File: src/rtl/d2cc_pkg.sv
// shared constants, item codes and memory request types for the
// distance-2 colouring conflict checker; no dependencies
`default_nettype none

package d2cc_pkg;

  localparam int MAX_VERTICES = 1024;
  localparam int MAX_EDGES    = 8192;
  localparam int COLOR_BITS   = 16;

  localparam int MODE_W  = 3;
  localparam int INDEX_W = 13;
  localparam int VALUE_W = 16;
  localparam int ROW_W   = 14;
  localparam int ADJ_W   = 10;
  localparam int OUTV_W  = 10;
  localparam int COUNT_W = 11;

  localparam int VTX_W   = $clog2(MAX_VERTICES);
  localparam int RADDR_W = $clog2(MAX_VERTICES + 1);
  localparam int EIDX_W  = $clog2(MAX_EDGES);
  localparam int ECNT_W  = $clog2(MAX_EDGES + 1);

  localparam int IN_TDATA_W  = 32;
  localparam int OUT_TDATA_W = 24;

  typedef enum logic [MODE_W-1:0] {
    MODE_ROW   = 3'd0,
    MODE_ADJ   = 3'd1,
    MODE_COLOR = 3'd2,
    MODE_CHECK = 3'd3,
    MODE_START = 3'd4
  } mode_t;

  typedef struct packed {
    logic               we;
    logic [RADDR_W-1:0] addr;
    logic [ROW_W-1:0]   wdata;
  } row_req_t;

  typedef struct packed {
    logic              we;
    logic [EIDX_W-1:0] addr;
    logic [ADJ_W-1:0]  wdata;
  } adj_req_t;

  typedef struct packed {
    logic                  we;
    logic [VTX_W-1:0]      addr;
    logic [COLOR_BITS-1:0] wdata;
  } col_req_t;

  typedef struct packed {
    logic             valid;
    logic             clear;
    logic             hit;
    logic [VTX_W-1:0] vertex;
  } res_t;

endpackage

`default_nettype wire

File: src/rtl/d2cc_ctrl.sv
// sequencer: decodes input transfers, drives the three memories and walks
// the two-level neighbour scan through one shared compare; uses d2cc_pkg
`default_nettype none

module d2cc_ctrl
  import d2cc_pkg::*;
(
  input  wire logic                   clk,
  input  wire logic                   rst_n,
  input  wire logic                   in_tvalid,
  output logic                        in_tready,
  input  wire logic [MODE_W-1:0]      in_mode,
  input  wire logic [INDEX_W-1:0]     in_index,
  input  wire logic [VALUE_W-1:0]     in_value,
  output row_req_t                    row_req,
  output adj_req_t                    adj_req,
  output col_req_t                    col_req,
  input  wire logic [ROW_W-1:0]       row_rdata,
  input  wire logic [ADJ_W-1:0]       adj_rdata,
  input  wire logic [COLOR_BITS-1:0]  col_rdata,
  input  wire logic                   res_free,
  output res_t                        res
);

  typedef enum logic [3:0] {
    S_IDLE, S_R0, S_R1, S_R2, S_A1, S_A2, S_A3,
    S_B1, S_B2, S_B3, S_B4, S_C1, S_C2, S_C3, S_DONE
  } state_t;

  state_t                state_r;
  logic [VTX_W-1:0]      u_r;
  logic [VTX_W-1:0]      v_r;
  logic [COLOR_BITS-1:0] uc_r;
  logic [ROW_W-1:0]      a_r;
  logic [ECNT_W-1:0]     lou_r, hiu_r, i_r, j_r, hi2_r;
  logic                  hit_r;

  logic                  in_acc;
  logic [ECNT_W-1:0]     end_c, lo_c;
  logic                  v_ok, cand_ok, col_eq;

  function automatic logic [ECNT_W-1:0] clamp_end(logic [ROW_W-1:0] d);
    if (int'(d) > MAX_EDGES) begin
      return ECNT_W'(MAX_EDGES);
    end
    return ECNT_W'(d);
  endfunction

  assign in_tready = (state_r == S_IDLE);
  assign in_acc    = in_tvalid && in_tready;
  assign end_c     = clamp_end(row_rdata);
  assign lo_c      = (int'(a_r) >= int'(end_c)) ? end_c : ECNT_W'(a_r);
  assign v_ok      = int'(adj_rdata) < MAX_VERTICES;
  assign cand_ok   = v_ok && (int'(adj_rdata) < int'(u_r));
  assign col_eq    = (col_rdata == uc_r);

  always_comb begin
    row_req = '{we: 1'b0, addr: RADDR_W'(u_r), wdata: in_value[ROW_W-1:0]};
    adj_req = '{we: 1'b0, addr: i_r[EIDX_W-1:0], wdata: in_value[ADJ_W-1:0]};
    col_req = '{we: 1'b0, addr: u_r,
                wdata: COLOR_BITS'(signed'(in_value))};
    res     = '{valid: 1'b0, clear: 1'b0, hit: hit_r, vertex: u_r};
    unique case (state_r)
      S_IDLE: begin
        row_req.addr = in_index[RADDR_W-1:0];
        adj_req.addr = in_index[EIDX_W-1:0];
        col_req.addr = in_index[VTX_W-1:0];
        row_req.we   = in_acc && (in_mode == MODE_ROW) &&
                       (int'(in_index) <= MAX_VERTICES);
        adj_req.we   = in_acc && (in_mode == MODE_ADJ) &&
                       (int'(in_index) < MAX_EDGES);
        col_req.we   = in_acc && (in_mode == MODE_COLOR) &&
                       (int'(in_index) < MAX_VERTICES);
        res.clear    = in_acc && (in_mode == MODE_START);
      end
      S_R0: ;
      S_R1: row_req.addr = RADDR_W'(int'(u_r) + 1);
      S_R2: ;
      S_A1: adj_req.addr = i_r[EIDX_W-1:0];
      S_A2: col_req.addr = VTX_W'(adj_rdata);
      S_A3: ;
      S_B1: adj_req.addr = i_r[EIDX_W-1:0];
      S_B2: row_req.addr = RADDR_W'(adj_rdata);
      S_B3: row_req.addr = RADDR_W'(int'(v_r) + 1);
      S_B4: ;
      S_C1: adj_req.addr = j_r[EIDX_W-1:0];
      S_C2: col_req.addr = VTX_W'(adj_rdata);
      S_C3: ;
      S_DONE: begin
        col_req.wdata = '1;
        col_req.we    = hit_r && res_free;
        res.valid     = res_free;
      end
      default: ;
    endcase
  end

  always_ff @(posedge clk) begin
    if (!rst_n) begin
      state_r <= S_IDLE;
      hit_r   <= 1'b0;
    end else begin
      unique case (state_r)
        S_IDLE: begin
          if (in_acc && (in_mode == MODE_CHECK) &&
              (int'(in_index) < MAX_VERTICES)) begin
            u_r     <= in_index[VTX_W-1:0];
            hit_r   <= 1'b0;
            state_r <= S_R0;
          end
        end
        S_R0: state_r <= S_R1;
        S_R1: begin
          a_r     <= row_rdata;
          uc_r    <= col_rdata;
          state_r <= S_R2;
        end
        S_R2: begin
          lou_r   <= lo_c;
          i_r     <= lo_c;
          hiu_r   <= end_c;
          state_r <= S_A1;
        end
        S_A1: begin
          if (i_r >= hiu_r) begin
            i_r     <= lou_r;
            state_r <= S_B1;
          end else begin
            state_r <= S_A2;
          end
        end
        S_A2: begin
          if (cand_ok) begin
            state_r <= S_A3;
          end else begin
            i_r     <= i_r + 1'b1;
            state_r <= S_A1;
          end
        end
        S_A3: begin
          if (col_eq) begin
            hit_r   <= 1'b1;
            state_r <= S_DONE;
          end else begin
            i_r     <= i_r + 1'b1;
            state_r <= S_A1;
          end
        end
        S_B1: state_r <= (i_r >= hiu_r) ? S_DONE : S_B2;
        S_B2: begin
          if (v_ok) begin
            v_r     <= VTX_W'(adj_rdata);
            state_r <= S_B3;
          end else begin
            i_r     <= i_r + 1'b1;
            state_r <= S_B1;
          end
        end
        S_B3: begin
          a_r     <= row_rdata;
          state_r <= S_B4;
        end
        S_B4: begin
          j_r     <= lo_c;
          hi2_r   <= end_c;
          state_r <= S_C1;
        end
        S_C1: begin
          if (j_r >= hi2_r) begin
            i_r     <= i_r + 1'b1;
            state_r <= S_B1;
          end else begin
            state_r <= S_C2;
          end
        end
        S_C2: begin
          if (cand_ok) begin
            state_r <= S_C3;
          end else begin
            j_r     <= j_r + 1'b1;
            state_r <= S_C1;
          end
        end
        S_C3: begin
          if (col_eq) begin
            hit_r   <= 1'b1;
            state_r <= S_DONE;
          end else begin
            j_r     <= j_r + 1'b1;
            state_r <= S_C1;
          end
        end
        S_DONE: begin
          if (res_free) begin
            state_r <= S_IDLE;
          end
        end
        default: state_r <= S_IDLE;
      endcase
    end
  end

  // a valid check always leaves idle for the scan
  a_check_busy: assert property (@(posedge clk) disable iff (!rst_n)
    in_acc && (in_mode == MODE_CHECK) && (int'(in_index) < MAX_VERTICES)
    |=> !in_tready)
    else $error("check transfer did not start a scan");

  // a result is only issued when the output stage can take it
  a_res_free: assert property (@(posedge clk) disable iff (!rst_n)
    res.valid |-> res_free && !res.clear)
    else $error("result issued into a full output stage");

  // uncolouring write only follows a detected hit
  a_uncolour: assert property (@(posedge clk) disable iff (!rst_n)
    col_req.we && !in_tready |-> hit_r && res.valid)
    else $error("colour overwritten without a conflict");

  // scan index never runs past the end of the row
  a_row_bound: assert property (@(posedge clk) disable iff (!rst_n)
    (state_r == S_A2 || state_r == S_B2) |-> i_r < hiu_r)
    else $error("scan index beyond row end");

endmodule

`default_nettype wire

File: config.mk
export PLATFORM = sky130hd
export DESIGN_NAME = d2cc_ctrl
export DESIGN_NICKNAME = d
export VERILOG_FILES = /design/src/rtl/d2cc_pkg.sv /design/src/rtl/d2cc_ctrl.sv
export SDC_FILE = /design/constraint.sdc
export NUM_CORES = 1
export LEC_CHECK = 0
export ABC_AREA = 1
export BUFFER_PORTS_ARGS = -buffer_cell sky130_fd_sc_hd__buf_2
export CORE_ASPECT_RATIO = 2
export CORE_MARGIN = 3
export CORE_UTILIZATION = 50
export DETAILED_ROUTE_END_ITERATION = 10
export PLACE_DENSITY = 0.73
export SLEW_MARGIN = 10
export SYNTH_ARGS = -nofsm -noshare
export SYNTH_HDL_FRONTEND = slang
export SYNTH_SLANG_ARGS = --single-unit
File: constraint.sdc
create_clock -name clk -period 7.2 [get_ports clk]
set_input_delay 2.16 -clock clk [delete_from_list [all_inputs] [get_ports clk]]
set_output_delay 2.16 -clock clk [all_outputs]
set_load 0.005 [all_outputs]
==> results.txt, run 1 <==
fin crit period -> 5370 ps
CTS Root Buffer Type -> clkbuf_16
synth unique cells -> 53
first-pass GRT wire length -> 39,800 µm
crit end category -> output pin
Pwr Density -> 179 nW/µm²
clk_skew -> 14.5 ps
ys flop type -> edfxtp_1
Finish-stage setup viols -> 0
final worst slack -> 1830 ps
worst path required time -> 5040 ps
Placed Area -> 9380 µm²
Port Buffers -> 166
vias post-DR -> 7,811
Top-Level Pins -> 167
Worst IR Drop VDD -> 157 µV
antenna violations before repair -> 0
TritonRoute pass-1 iters -> 7
Std-Cell Rows -> 66
hold crit path type -> reg2reg
share of the yosys chip area belonging to registers -> 43.7%
CTS Hold Bufs -> 0
CTS H-tree depth -> 4
synth top area cells -> edfxtp_1, nand2_1, ha_1
final net count -> 1,315
Layout area overhead -> 17.4%
# clock sinks -> 125
Antenna Nets Post-Route -> 0
number of post-CTS setup repair buffers -> 0
Remaining DRCs -> 0
vias in the first global route -> 7,751
crit-path max FO -> 3
Die ar. -> 18,700 µm²
status -> finished, final reports clean
vias per inst -> 5.57
ANT cells -> 0
Slew @ Worst Pin -> 922 ps
Leak Pwr -> 4.78 nW
largest net degree at the start of global routing -> 29
final WL -> 26,100 µm
fillers -> 1,532
core area -> 16,400 µm²
Synth area leader -> edfxtp_1
FF+latch count, synth -> 125
synthesized area per cell -> 8.23 µm²
period utilisation layout -> 74.6%
top cells by count, synth -> nand2_1, inv_1, edfxtp_1, nor2_1, nand3_1
final hold slack -> 518 ps
Post-synth EDFFs -> 120
DP Wirelength -> 21,200 µm
Yosys Warn Count -> 0
syn_nets -> 1,161
Max Root-Sink Buffers -> 2
Fmax -> 186 MHz
unrepaired setup endpoints after global routing -> no
ratio of cells with drive above 1 in the final layout -> 22.7%
CP Launch Type -> primary input
dpl cells -> 1,370
Fin. Hold Viols -> 0
Mapped Cells -> 1,031
GRT overflow -> 0
Worst slew margin -> 38.5%
Final Cell Area -> 9960 µm²
ys async rst share -> 0%
PostCTS Resize Cnt -> 0
pre-CTS setup slack -> 1400 ps
GRT Util Overall -> 28.1%
RePlAce Congestion -> 0.980
critical path type -> in2out
Layout Cells excl Fill -> 1,402
total CTS buffers -> 17
overall power -> 1.78 mW
clk_lat worst skew -> 430 ps
Initial Util -> 51.6%
clk slew on worst S/H paths -> 50 ps
CTS tree -> done
die width -> 98.1 µm
sum of negative setup slack -> 0 ps
die height -> 190 µm
final core utilization -> 60.6%
maxcap violations -> 0
share of the synthesized area in the top cell type -> 42.5%
post-synthesis cell area -> 8480 µm²
wire per inst -> 18.6 µm
max-slew violation count -> 0
crit path DAT -> 3210 ps
initial drt markers -> 466
count leader, synth -> nand2_1
-- final cells by class --
| cell class | count | area (µm²) | share of cell area (%) |
|---|---|---|---|
| Timing Repair Buffer | 176 | 906 | 9.10 |
| Inverter | 167 | 629 | 6.32 |
| Clock inverter | 13 | 140 | 1.41 |
| Multi-Input combinational cell | 698 | 3890 | 39.1 |
| Clock buffer | 19 | 433 | 4.35 |
| Sequential cell | 125 | 3700 | 37.2 |
| Tap cell | 204 | 255 | 2.56 |
-- worst max-delay path: stages --
cell and delay [ps]:
buf_2 130, nor4_1 360, a31oi_1 220, nor3_1 190, buf_2 140
-- logic make-up (layout without fill, tap and decap cells) --
| kind of cell | count (synthesis) | count (layout) | share of synthesized area, % |
|---|---|---|---|
| flops | 125 | 125 | 43.7 |
| compound gates | 107 | 107 | 8.10 |
| xor+xnor | 9 | 9 | 0.929 |
| simple gates | 528 | 528 | 28.7 |
| buf+inv | 208 | 375 | 10.6 |
| fa+ha+maj | 54 | 54 | 7.96 |
-- cells in the final DEF, fill, tap and decap left out, types with 4 or more instances in the layout --
cell and n:
nand3_1 70, nor4_1 6, nor2_2 6, nor2_1 74, buf_2 166, nor2_4 4
a22oi_1 4, edfxtp_1 120, a21oi_1 29, clkinv_2 4, o21ai_1 5, inv_2 8
nand2_2 10, ha_1 54, o221ai_1 8, a32oi_1 4, nand4_1 34, nor3_1 16
and2_1 16, clkinv_4 4, dfxtp_1 5, or2_2 19, o21bai_1 4, xor2_1 7
o211ai_1 5, buf_4 10, clkbuf_16 17, o21ai_0 30, nand2_1 260, inv_1 155
-- report_power, final --
part / switching (mW) / total (mW) / internal, mW
Clock: 0.328 / 0.838 / 0.510
Sequential: 0.000273 / 0.799 / 0.799
Combinational: 0.0851 / 0.145 / 0.0600
-- state kept, by name (all words and copies together), names as in the netlist --
signal / count
hit_r: 1
v_r: 10
lou_r: 14
j_r: 14
i_r: 14
state_r: 4
hi2_r: 14
hiu_r: 14
u_r: 10
uc_r: 16
a_r: 14
-- path summary, 6_finish.rpt --
check | from | end | slack, ps | cells after the start
setup / recovery | in_index[0] | row_req[25] | 1830 | 5
hold / removal | hit_r$_SDFFE_PN0P_ | hit_r$_SDFFE_PN0P_ | 520 | 2
setup reg to reg | a_r[7]$_DFFE_PP_ | j_r[12]$_DFFE_PP_ | 4400 | 8
hold reg to reg | hit_r$_SDFFE_PN0P_ | hit_r$_SDFFE_PN0P_ | 520 | 2
-- per-layer routing --
metal	track usage (%)	share of wire [%]
met5	0	0
met4	21.1	7.6
met3	4.18	6.8
met2	54.1	55
met1	25.6	31
Power figures use the tool's default switching activity.
==> inputs of run 2 (changes only) <==
- clock period: 7.2 -> 5.5 ns (I/O delays scaled with it)
==> run 2 against run 1 <==
  * Final cell count about the same
  * Combinational power increased by 31%
  * Setup slack got worse by 790 ps
  * Non-clock buffer count unchanged
  * Sequential power increased by 31%
  * First-iteration DRC count increased by 4.3%
  * Die area unchanged
  * Critical path depth increased by 9
==> results.txt, run 2 (synthesis results as in run 1) <==
worst path required time -> 5790 ps (was 5040 ps)
Top reg by flops -> uc_r (unchanged)
first-pass GRT wire length -> 40,300 µm (was 39,800 µm)
flop2flop setup slack -> 2710 ps (was 4400 ps)
dpl cells -> 1,370 (unchanged)
sequential share of power -> 46.4% (was 44.8%)
Top-Level Pins -> 167 (unchanged)
core area -> 16,400 µm² (unchanged)
final net count -> 1,315 (unchanged)
Max Root-Sink Buffers -> 2 (unchanged)
RePlAce Congestion -> 1.02 (was 0.980)
number of post-CTS setup repair buffers -> 0 (unchanged)
Antenna Nets Post-Route -> 0 (unchanged)
crit path capture -> i_r[3]$_DFFE_PP_ (was row_req[25])
number of flip-flops in the largest register -> 16 (unchanged)
critical path type -> in2reg (was in2out)
CP Launch Type -> primary input (unchanged)
largest net degree at the start of global routing -> 29 (unchanged)
initial drt markers -> 486 (was 466)
Worst path depth -> 14 (was 5)
Port Buffers -> 166 (unchanged)
period utilisation layout -> 81.2%
max-slew violation count -> 0 (unchanged)
Die ar. -> 18,700 µm² (unchanged)
cell count of the worst reg-to-reg path -> 9 (was 8)
commonest non-fill, non-tap cell in the layout -> nand2_1 (unchanged)
Leak Pwr -> 4.75 nW (was 4.78 nW)
PostCTS Resize Cnt -> 0 (unchanged)
worst reg2reg path startpoint -> state_r[2]$_SDFFE_PN0P_ (was a_r[7]$_DFFE_PP_)
Initial Util -> 51.6% (unchanged)
vias post-DR -> 7,871 (was 7,811)
Worst slew margin -> 19.2% (was 38.5%)
final WL -> 26,300 µm (was 26,100 µm)
Worst path slowest cell -> a21oi_2 (was nor4_1)
crit path DAT -> 4750 ps (was 3210 ps)
Layout Cells excl Fill -> 1,403 (was 1,402)
Pwr Density -> 227 nW/µm² (was 179 nW/µm²)
fillers -> 1,544 (was 1,532)
Slew @ Worst Pin -> 1210 ps (was 922 ps)
part of the power in combinational logic -> 8.4% (was 8.1%)
Buf/Inv on CP -> 1 (was 2)
die width -> 98.1 µm (unchanged)
GRT overflow -> 0 (unchanged)
Std-Cell Rows -> 66 (unchanged)
clk_lat worst skew -> 420 ps (was 430 ps)
Worst IR Drop VDD -> 228 µV (was 157 µV)
metal2 WL -> 14,700 µm (was 14,300 µm)
footprint of the multi-input gates -> 3890 µm² (about the same)
Net Sw Power -> 0.521 mW (was 0.414 mW)
maxcap violations -> 0 (unchanged)
status -> finished, final reports clean (unchanged)
Remaining DRCs -> 0 (unchanged)
vias per inst -> 5.61 (was 5.57)
vias in the first global route -> 7,873 (was 7,751)
worst r2r dst -> i_r[2]$_DFFE_PP_ (was j_r[12]$_DFFE_PP_)
Layout area overhead -> 17.0% (was 17.4%)
CTS Hold Bufs -> 0 (unchanged)
routed wl met3 -> 1710 µm (was 1780 µm)
clk_skew -> 11.9 ps (was 14.5 ps)
fin crit period -> 4460 ps
total CTS buffers -> 17 (unchanged)
unrepaired setup endpoints after global routing -> no (unchanged)
CTS H-tree depth -> 4 (unchanged)
CTS tree -> done (unchanged)
Worst path max stage delay -> 520 ps (was 360 ps)
storage element area -> 3700 µm² (unchanged)
internal power -> 1.73 mW (was 1.37 mW)
Top Metal Used -> met4 (unchanged)
# clock sinks -> 125 (unchanged)
Largest delay share family, worst path -> simple AND/OR/NAND/NOR gates (unchanged)
hold crit path type -> reg2reg (unchanged)
crit-path max FO -> 15 (was 3)
die height -> 190 µm (unchanged)
sum of negative setup slack -> 0 ps (unchanged)
TritonRoute pass-1 iters -> 6 (was 7)
Fin. Hold Viols -> 0 (unchanged)
crit path from -> row_rdata[2] (was in_index[0])
clk slew on worst S/H paths -> 60 ps (was 50 ps)
Routed met1 length -> 8010 µm (was 8030 µm)
most frequent cells in the layout -> nand2_1, buf_2, inv_1 (unchanged)
DP Wirelength -> 21,400 µm (was 21,200 µm)
Clk pwr share -> 45.2% (was 47.0%)
wire per inst -> 18.8 µm (was 18.6 µm)
sw frac -> 23.1% (was 23.2%)
CTS Root Buffer Type -> clkbuf_16 (unchanged)
Finish-stage setup viols -> 0 (unchanged)
Fmax -> 224 MHz
crit end category -> register (was output pin)
cell chain of the critical path -> buf_2 -> nor4_1 -> nand4_1 -> nand2_1 -> nand2_1 -> ha_1 -> a21oi_1 -> o21ai_0 -> a21oi_2 -> nand3_2 -> nand2_1 -> and2_1 -> nand2_1 -> nand2_1 (was buf_2 -> nor4_1 -> a31oi_1 -> nor3_1 -> buf_2)
ratio of cells with drive above 1 in the final layout -> 22.5% (was 22.7%)
antenna violations before repair -> 2 (was 0)
most frequent CP cell -> nand2_1 (was buf_2)
GRT Util Overall -> 28.3% (was 28.1%)
-- run 2: changes by cell type in the layout (fill, tap and decap cells not counted), sizes merged --
cell,delta
bufinv,-1
clkbuf,-1
clkinvlp,+3
diode,+2
inv,-2
-- run 2: worst register-to-register path, cell delays in order (launching register included) --
cell	delay, ps
dfxtp_1	360
inv_2	70
nor2_1	190
inv_1	80
nor2_1	910
inv_1	130
nand2_1	170
o21ai_0	120
nor3_2	160
buf_4	270
-- run 2: worst min-delay path by stage --
stage | cells past startpoint | end | slack (ps) | start
global route | 2 | hit_r$_SDFFE_PN0P_ | 530 | hit_r$_SDFFE_PN0P_
finish | 2 | hit_r$_SDFFE_PN0P_ | 510 | hit_r$_SDFFE_PN0P_
detailed placement | 2 | hit_r$_SDFFE_PN0P_ | 500 | hit_r$_SDFFE_PN0P_
floorplan | 2 | hit_r$_SDFFE_PN0P_ | 470 | hit_r$_SDFFE_PN0P_
global placement | 2 | hit_r$_SDFFE_PN0P_ | 490 | hit_r$_SDFFE_PN0P_
CTS | 2 | hit_r$_SDFFE_PN0P_ | 510 | hit_r$_SDFFE_PN0P_
-- run 2: power by group through the flow --
stage                     logic [mW]  registers, mW  clock network (mW)
after floorplan                0.102           1.07                   0
after global placement         0.183           1.07                   0
after detailed placement       0.188           1.07                   0
after CTS                      0.189           1.05                1.03
after global routing           0.211           1.05                1.07
final                          0.190           1.05                1.02
-- run 2: final cells by class --
type	count	share of cell area, %
tap	204	2.57
timing repair buffer	176	9.13
clock inverter	13	1.03
antenna	2	0.0504
sequential	125	37.3
multi-input combinational	698	39.2
inverter	167	6.34
clock buffer	18	4.32
-- run 2: through the flow --
step	hold slack [ps]	utilization, %	instance area, µm²	setup WS (ps)	power, mW
after floorplan	472	-	8480	1210	1.17
after global placement	492	57.1	9390	635	1.25
after CTS	511	60.4	9920	979	2.27
after detailed placement	502	57.1	9390	546	1.25
after global routing	534	60.4	9920	654	2.33
final	506	60.4	9920	1040	2.25
-- run 2: routing by layer --
metal  up-vias  global-route usage, %
met3       122                   5.54
met5         -                      0
met4         0                   20.7
met1      3593                   24.9
met2       403                   54.8
li1       3753                      -
